**src/design/slcd_pkg.sv**
```systemverilog
// ----------------------------------------------------------------------------
// slcd_pkg: shared types and constants of the sync/length/checksum deframer
// Holds the phase codes, register indexes, reset values and the structs that
// pass frame state and result items between the step logic and the top level.
// ----------------------------------------------------------------------------
package slcd_pkg;

    localparam int unsigned ByteWidth  = 8;
    localparam int unsigned PhaseWidth = 3;
    localparam int unsigned CfgIdxWidth = 3;

    localparam logic [PhaseWidth-1:0] PH_HUNT    = 3'd0;
    localparam logic [PhaseWidth-1:0] PH_SYNC2   = 3'd1;
    localparam logic [PhaseWidth-1:0] PH_SOURCE  = 3'd2;
    localparam logic [PhaseWidth-1:0] PH_ID      = 3'd3;
    localparam logic [PhaseWidth-1:0] PH_LENGTH  = 3'd4;
    localparam logic [PhaseWidth-1:0] PH_PAYLOAD = 3'd5;

    localparam logic [CfgIdxWidth-1:0] REG_SYNC_FIRST     = 3'd0;
    localparam logic [CfgIdxWidth-1:0] REG_SYNC_SECOND    = 3'd1;
    localparam logic [CfgIdxWidth-1:0] REG_SYNC_ALTERNATE = 3'd2;
    localparam logic [CfgIdxWidth-1:0] REG_SOURCE_LOW     = 3'd3;
    localparam logic [CfgIdxWidth-1:0] REG_SOURCE_HIGH    = 3'd4;

    localparam logic [ByteWidth-1:0] RST_SYNC_FIRST     = 8'd128;
    localparam logic [ByteWidth-1:0] RST_SYNC_SECOND    = 8'd129;
    localparam logic [ByteWidth-1:0] RST_SYNC_ALTERNATE = 8'd181;
    localparam logic [ByteWidth-1:0] RST_SOURCE_LOW     = 8'd121;
    localparam logic [ByteWidth-1:0] RST_SOURCE_HIGH    = 8'd127;

    typedef struct packed {
        logic [ByteWidth-1:0] sync_first;
        logic [ByteWidth-1:0] sync_second;
        logic [ByteWidth-1:0] sync_alternate;
        logic [ByteWidth-1:0] source_low;
        logic [ByteWidth-1:0] source_high;
    } cfg_t;

    typedef struct packed {
        logic [PhaseWidth-1:0] phase;
        logic [ByteWidth-1:0]  bytes_seen;
        logic [ByteWidth-1:0]  running_sum;
        logic [ByteWidth-1:0]  saved_source;
        logic [ByteWidth-1:0]  saved_id;
        logic [ByteWidth-1:0]  saved_length;
        logic                  started_alternate;
    } frame_state_t;

    typedef struct packed {
        logic                 valid;
        logic [ByteWidth-1:0] payload_byte;
        logic [ByteWidth-1:0] payload_index;
        logic                 frame_end;
        logic                 checksum_ok;
        logic                 alternate_start;
        logic [ByteWidth-1:0] source_address;
        logic [ByteWidth-1:0] message_id;
        logic [ByteWidth-1:0] payload_length;
    } result_t;

endpackage

```
**src/design/slcd_step.sv**
```systemverilog
// ----------------------------------------------------------------------------
// slcd_step: per-byte frame parser step
// From the current frame state, the registers and one received byte, works
// out the next frame state and the result item that the byte causes, if any.
// ----------------------------------------------------------------------------
module slcd_step (
    input  slcd_pkg::cfg_t         cfg,
    input  slcd_pkg::frame_state_t state,
    input  logic [7:0]             rx_byte,
    output slcd_pkg::frame_state_t state_next,
    output slcd_pkg::result_t      result
);
    import slcd_pkg::*;

    always_comb
    begin
        state_next = state;
        result = '0;
        result.alternate_start = state.started_alternate;
        result.source_address  = state.saved_source;
        result.message_id      = state.saved_id;
        result.payload_length  = state.saved_length;
        result.payload_byte    = rx_byte;

        unique case (state.phase)
            PH_SYNC2:
            begin
                if (rx_byte == cfg.sync_second)
                begin
                    state_next.phase = PH_SOURCE;
                end
                else if (rx_byte == cfg.sync_alternate)
                begin
                    state_next.started_alternate = 1'b1;
                    state_next.phase = PH_SYNC2;
                end
                else
                begin
                    state_next.phase = PH_HUNT;
                end
            end
            PH_SOURCE:
            begin
                if ((rx_byte >= cfg.source_low) && (rx_byte <= cfg.source_high))
                begin
                    state_next.saved_source = rx_byte;
                    state_next.running_sum  = rx_byte;
                    state_next.phase = PH_ID;
                end
                else
                begin
                    state_next.phase = PH_HUNT;
                end
            end
            PH_ID:
            begin
                state_next.saved_id    = rx_byte;
                state_next.running_sum = state.running_sum + rx_byte;
                state_next.phase = PH_LENGTH;
            end
            PH_LENGTH:
            begin
                state_next.saved_length = rx_byte;
                state_next.running_sum  = state.running_sum + rx_byte;
                state_next.bytes_seen   = '0;
                state_next.phase = PH_PAYLOAD;
            end
            PH_PAYLOAD:
            begin
                result.valid = 1'b1;
                if (state.bytes_seen < state.saved_length)
                begin
                    result.payload_index   = state.bytes_seen;
                    state_next.running_sum = state.running_sum + rx_byte;
                    state_next.bytes_seen  = state.bytes_seen + 8'd1;
                end
                else
                begin
                    result.payload_index = state.saved_length;
                    result.frame_end     = 1'b1;
                    result.checksum_ok   = (rx_byte == state.running_sum)
                                           && !state.started_alternate;
                    state_next.phase = PH_HUNT;
                end
            end
            default:
            begin
                if (rx_byte == cfg.sync_first)
                begin
                    state_next.started_alternate = 1'b0;
                    state_next.phase = PH_SYNC2;
                end
                else
                begin
                    state_next.phase = PH_HUNT;
                end
            end
        endcase
    end

endmodule

```
**src/design/sync_length_checksum_deframer_unit.sv**
```systemverilog
// ----------------------------------------------------------------------------
// sync_length_checksum_deframer_unit: sync/length framed byte stream deframer
// Hunts for frames in a received byte stream and streams out payload bytes
// with their index, followed by an end item carrying the checksum result.
// ----------------------------------------------------------------------------
// The block takes one byte in every clock cycle in which in_ready is high. Each
// byte is parsed in the cycle it is accepted and any result item appears in the
// output register on the next cycle. Input ready is high whenever the output
// register is empty or its item is being taken in the same cycle, so the rate
// is set only by the downstream side taking items.
module sync_length_checksum_deframer_unit (
    input  logic       clk,
    input  logic       rst_n,
    input  logic       cfg_write,
    input  logic [2:0] cfg_index,
    input  logic [7:0] cfg_data,
    input  logic       in_valid,
    output logic       in_ready,
    input  logic [7:0] rx_byte,
    output logic       out_valid,
    input  logic       out_ready,
    output logic [7:0] payload_byte,
    output logic [7:0] payload_index,
    output logic       frame_end,
    output logic       checksum_ok,
    output logic       alternate_start,
    output logic [7:0] source_address,
    output logic [7:0] message_id,
    output logic [7:0] payload_length
);
    import slcd_pkg::*;

    cfg_t         cfg_reg;
    frame_state_t state_reg;
    frame_state_t state_next;
    result_t      step_result;
    result_t      out_reg;
    logic         out_valid_reg;
    logic         in_fire;

    assign in_ready = !out_valid_reg || out_ready;
    assign in_fire  = in_valid && in_ready;

    always_ff @(posedge clk or negedge rst_n)
    begin
        if (!rst_n)
        begin
            cfg_reg.sync_first     <= RST_SYNC_FIRST;
            cfg_reg.sync_second    <= RST_SYNC_SECOND;
            cfg_reg.sync_alternate <= RST_SYNC_ALTERNATE;
            cfg_reg.source_low     <= RST_SOURCE_LOW;
            cfg_reg.source_high    <= RST_SOURCE_HIGH;
        end
        else if (cfg_write)
        begin
            unique case (cfg_index)
                REG_SYNC_FIRST:     cfg_reg.sync_first     <= cfg_data;
                REG_SYNC_SECOND:    cfg_reg.sync_second    <= cfg_data;
                REG_SYNC_ALTERNATE: cfg_reg.sync_alternate <= cfg_data;
                REG_SOURCE_LOW:     cfg_reg.source_low     <= cfg_data;
                REG_SOURCE_HIGH:    cfg_reg.source_high    <= cfg_data;
                default:            cfg_reg <= cfg_reg;
            endcase
        end
    end

    slcd_step u_step (
        .cfg        (cfg_reg),
        .state      (state_reg),
        .rx_byte    (rx_byte),
        .state_next (state_next),
        .result     (step_result)
    );

    always_ff @(posedge clk or negedge rst_n)
    begin
        if (!rst_n)
        begin
            state_reg     <= '0;
            out_valid_reg <= 1'b0;
        end
        else
        begin
            if (in_fire)
            begin
                state_reg <= state_next;
            end
            if (in_ready)
            begin
                out_valid_reg <= in_fire && step_result.valid;
            end
        end
    end

    always_ff @(posedge clk)
    begin
        if (in_fire && step_result.valid)
        begin
            out_reg <= step_result;
        end
    end

    assign out_valid       = out_valid_reg;
    assign payload_byte    = out_reg.payload_byte;
    assign payload_index   = out_reg.payload_index;
    assign frame_end       = out_reg.frame_end;
    assign checksum_ok     = out_reg.checksum_ok;
    assign alternate_start = out_reg.alternate_start;
    assign source_address  = out_reg.source_address;
    assign message_id      = out_reg.message_id;
    assign payload_length  = out_reg.payload_length;

    a_ready_when_empty: assert property (@(posedge clk) disable iff (!rst_n)
        !out_valid_reg |-> in_ready)
        else $error("input stalled while the output register is empty");

    a_end_returns_to_hunt: assert property (@(posedge clk) disable iff (!rst_n)
        (in_fire && step_result.valid && step_result.frame_end)
        |=> (state_reg.phase == PH_HUNT))
        else $error("parser did not return to the hunt after a frame end");

    a_ok_only_on_end: assert property (@(posedge clk) disable iff (!rst_n)
        (out_valid_reg && !out_reg.frame_end) |-> !out_reg.checksum_ok)
        else $error("checksum pass flagged on a payload item");

    a_index_in_range: assert property (@(posedge clk) disable iff (!rst_n)
        (out_valid_reg && !out_reg.frame_end)
        |-> (out_reg.payload_index < out_reg.payload_length))
        else $error("payload index beyond the declared length");

    a_alternate_never_ok: assert property (@(posedge clk) disable iff (!rst_n)
        (out_valid_reg && out_reg.alternate_start) |-> !out_reg.checksum_ok)
        else $error("alternate-start frame reported a checksum pass");

endmodule
```
**config.mk**
```make
export PLATFORM = sky130hd
export DESIGN_NAME = sync_length_checksum_deframer_unit
export DESIGN_NICKNAME = d
export VERILOG_FILES = /design/src/design/slcd_pkg.sv /design/src/design/slcd_step.sv /design/src/design/sync_length_checksum_deframer_unit.sv
export SDC_FILE = /design/constraint.sdc
export NUM_CORES = 1
export LEC_CHECK = 0
export BUFFER_PORTS_ARGS = -buffer_cell sky130_fd_sc_hd__buf_2
export CAP_MARGIN = 20
export CORE_ASPECT_RATIO = 0.9
export CORE_MARGIN = 4
export CORE_UTILIZATION = 57
export DETAILED_ROUTE_END_ITERATION = 10
export GPL_TIMING_DRIVEN = 0
export PLACE_DENSITY = 0.78
export SETUP_SLACK_MARGIN = 0.02
export SLEW_MARGIN = 20
export SYNTH_ARGS = -nofsm -noshare
export SYNTH_HDL_FRONTEND = slang
export SYNTH_SLANG_ARGS = --single-unit
```
**constraint.sdc**
```tcl
create_clock -name clk -period 10.21 [get_ports clk]
set_input_delay 3.063 -clock clk [delete_from_list [all_inputs] [get_ports clk]]
set_output_delay 3.063 -clock clk [all_outputs]
set_load 0.01 [all_outputs]
```
# --- After elaboration in Yosys (flattened, before gate mapping) ---
# Cells that the tools add are included.
totals:
  reg_bits: 128
  inputBits: 24
  output_inout_bits: 45
  word_cells: 89
classes:
  n_addsub: 2
  n_lt_le_gt_ge: 3
  eq_ne: 18
  muxes: 17
  bitwise_logic: 2
  reduce_logical: 26
ops:
  columns: ["op", "n"]
  rows:
  - ["$eq A8 B8 Y1", 4]
  - ["$mux W16", 2]
  - ["$pmux W8 S3", 1]
  - ["$pmux W8 S2", 1]
  - ["$reduce_and A2 Y1", 8]
  - ["$pmux W3 S5", 1]
  - ["$eq A3 B2 Y1 const B", 4]
  - ["$eq A3 B3 Y1 const B", 3]
  - ["$add A8 B1 Y8 const B", 1]
  - ["$add A8 B8 Y8", 1]
  - ["$ge A8 B8 Y1", 1]
  - ["$le A8 B8 Y1", 1]
  - ["$lt A8 B8 Y1", 1]
  - ["$mux W8", 1]
  - ["$eq A3 B1 Y1 const B", 2]
  - ["$mux W1", 6]
  - ["$mux W2", 3]
  - ["$ne A2 B1 Y1 const B", 3]
  - ["$reduce_and A3 Y1", 2]
  - ["$reduce_and A5 Y1", 1]
  - ["$logic_and A1 B1 Y1", 4]
  - ["$ne A2 B2 Y1 const B", 2]
  - ["$reduce_and A4 Y1", 1]
  - ["$reduce_bool A2 Y1", 2]
  - ["9 further kinds", 12]

# --- Longest topological paths before layout ---
logic_depth:
  depth_word: 4
  ltp_mapped: 10
  ltp_nobuf: 9

# --- Hierarchy ---
# A second synthesis with hierarchy kept.
unflattened:
  hier_cells: 551
  hier_area_um2: 6791.5
by_module_without_submodules:
  columns: ["mod", "instances", "cells_each", "area_each_um2", "seq_area_each_um2"]
  rows:
  - ["sync_length_checksum_deframer_unit", 1, 229, 4524.3, 3443.3]
  - ["slcd_step", 1, 322, 2267.2, 0.0]

# --- Worst setup path after synthesis ---
# OpenSTA, ideal clock, no wires.
synth_path:
  kind: "input -> output"
  from: "input port out_ready"
  to: "output port in_ready"
  arrival_ns: 3.250
  setup_slack_ns: 3.897
  stages: 1
  n_path_buf: 0
  cell_sequence: "nand2b_1"
synth_via:
  elab_chain_cells: 1
synth_rtl:
  columns: ["element", "line_no", "text"]
  rows:
  - ["start: declaration", "sync_length_checksum_deframer_unit.sv:21", "input logic out_ready,"]
  - ["$logic_or A1 B1 Y1", "sync_length_checksum_deframer_unit.sv:41", "assign in_ready = !out_valid_reg || out_ready;"]
  - ["end: declaration", "sync_length_checksum_deframer_unit.sv:18", "output logic in_ready,"]
# No other way between the ends.

# --- Final worst setup path ---
# Ends and elaborated chain as after synthesis.

==> impl_metrics.yaml <==
cts:
  h-tree-depth: 4
  post_cts_buffers: 0
  cts_max_path_buffers: 2
  cts_tree: "built"
  cts_buffers: 17
  cts.sinks: 128
  clockRootBuffer: "clkbuf_16"
  clkTransAtPathRegs_ps: 50
  hold_buffers: 0
  worstSkewPairLatency_ps: 410
  cts_resized: 0
placement:
  dpl_worst_slack_ps: 3670
  gp_congestion: 0.819
  place_inst: 691
  port_buffers: 68
  hpwlAfterDp_mm: 9.13
synth:
  yosysWarningCount: 0
  synth_area_leaders: "dfrtp_1, edfxtp_1, mux2_2"
  yosys.area.top_type: "dfrtp_1"
  netlist_area_um2: 6150
  ys_types: 57
  async_flop_share_pct: 66.4
  syn_area_per_cell_um2: 12.5
  synth-edff-count: 43
  synth_cells: 492
  ys_ff_latch: 128
  synth_top_area_share_pct: 26.4
  dominantRegCellSynth: "dfrtp_1"
  synth_nets: 548
  yosysSeqAreaShare_pct: 56.0
sta:
  slew_headroom_pct: 51.1
  min_period_over_period_pct: 64.0
  worst_slack_ps: 3680
  skew_ps: 5.77
  setup_viol: 0
  rsz0062_at_grt: "no"
  worst_slew_pin_slew_ps: 730
  hold_viol_final: 0
  tns_ps: 0
  max_freq_ghz: 0.153
  min_period_ps: 6530
  slew_viol_final: 0
finish:
  nNetsFinal: 637
  fin_cells: 723
  utilization_pct: 70.2
  final_cell_mix: "buf_2, dfrtp_1, mux2_2, edfxtp_1"
  area_growth_pct: 18.4
  antennaDiodeCount: 0
  mostFrequentLayoutCell: "buf_2"
  drive_gt1_share_pct: 31.5
  largest_reg_flops: 44
global_routing:
  grt_start_max_net_pins: 44
  grt_pass1_wl_mm: 22.3
  track_usage_pct: 22.7
  grt_pass1_vias: 4362
  overflow: 0
  antenna_found_initial: 0
worst_setup_path:
  path_cells: "buf_2, nand2b_1, buf_2"
  required_ps: 7150
  cp-start-kind: "input pin"
  crit_path_end_kind: "output port"
  r2r_start: "state_reg[35]"
  r2r_slack_ps: 7650
  cp.arrival_ps: 3470
  path_class: "in2out"
  crit_fanout: 4
  path_buf_inv: 2
  crit_path_start: "out_ready"
  crit_path_max_incr_delay_ps: 160
  cp_top_family: "buffers and inverters"
  crit_path_top_delay_cell: "nand2b_1"
  cp_common_cell: "buf_2"
  ff2ff_path_depth: 7
  crit_cells: 3
route:
  wirelength_mm: 13.2
  top_layer: "met4"
  drc: 0
  firstDrtPassIters: 5
  route.met2.wl_mm: 6.47
  vias: 4189
  drt_iter0_drc: 293
  wl_per_cell_um: 18.2
  avgViaCountPerCell: 5.79
  wl_met1_mm: 5.60
  drtAntennaViolNets: 0
  wl_met3_um: 686
floorplanning:
  start_util_pct: 59.3
  io_pins: 69
  core_area_um2: 10400
  row_count: 35
  die_w_um: 118
  die_h_um: 107
  die_area_um2: 12500
power_and_ir_drop:
  power_mw: 1.71
  leakage_nw: 3.15
  ir_drop_mv: 0.143
  p_per_area_nw_per_um2: 234
worst_hold_path:
  hp-start: "state_reg[11]"
  min_path_cells: 0
  worstHoldPathType: "reg2reg"
job:
  maxCapViolations: 0
status:
  run_status: "finished clean"
## area by class of cell
type                       count  area [um^2]
buffer                        18         72.6
clock buffer                  24          503
clock inverter                 8         75.1
fill                         740         3100
inverter                      32          120
multi-input combinational    314         2520
sequential                   128         3440
tap                          129          161
timing repair buffer          70          383
## power by group
part / total (mW) / internal (mW) / switching (mW)
sequential: 0.727 / 0.655 / 0.0718
clock: 0.582 / 0.368 / 0.214
combinational: 0.398 / 0.183 / 0.215
## final timing paths
check,to
max,in_ready
min,message_id[2]
max reg2reg,state_reg[27]
min reg2reg,message_id[2]
max in group asynchronous,cfg_reg[1]
min in group asynchronous,cfg_reg[28]
## cells in the mapped netlist, drive strengths merged, types with 2 or more instances
cell	instances
a2111oi	2
a211oi	4
a21o	3
a21oi	13
a22o	5
a31oi	3
and2	3
buf	2
clkbuf	16
dfrtp	65
dfstp	20
edfxtp	43
ha	31
inv	32
mux2	55
mux2i	10
nand2	33
nand2b	3
nand3	7
nand4	8
nor2	24
nor2b	8
nor3	6
nor3b	2
nor4	8
o211ai	3
o21a	2
o21ai	26
o31ai	2
o41ai	2
or3	2
xnor2	17
xor2	17
## worst register-to-register path, delay by kind of cell (launching register included)
kind,cells,cell delay [ps]
compound gates,4,1090
flops,1,470
simple gates,1,210
fa+ha+maj,1,330
mux,1,340
## layer usage
metal	vias to the layer above	track usage (%)
met1	2095	28.8
met2	122	37.6
met4	0	10.0
met5	-	0
met3	29	5.48
li1	1943	-
## through the flow
stage	hold WS (ps)	instance area, um^2
floorplan	419	6150
global placement	424	6650
detailed placement	430	6700
CTS	443	7280
global route	446	7280
finish	442	7280
## logic make-up after synthesis
family                     Yosys count  share of synthesized area (%)
adders and majority gates           32                           6.63
DFF                                128                           56.0
buffers and inverters               50                           3.13
AOI/OAI and AO/OA                   73                           8.30
and+or+nand+nor                    109                           9.01
xor gates and xnor gates            35                           5.21
muxes                               65                           11.8
No activity file was read; power rests on OpenSTA's default activity.
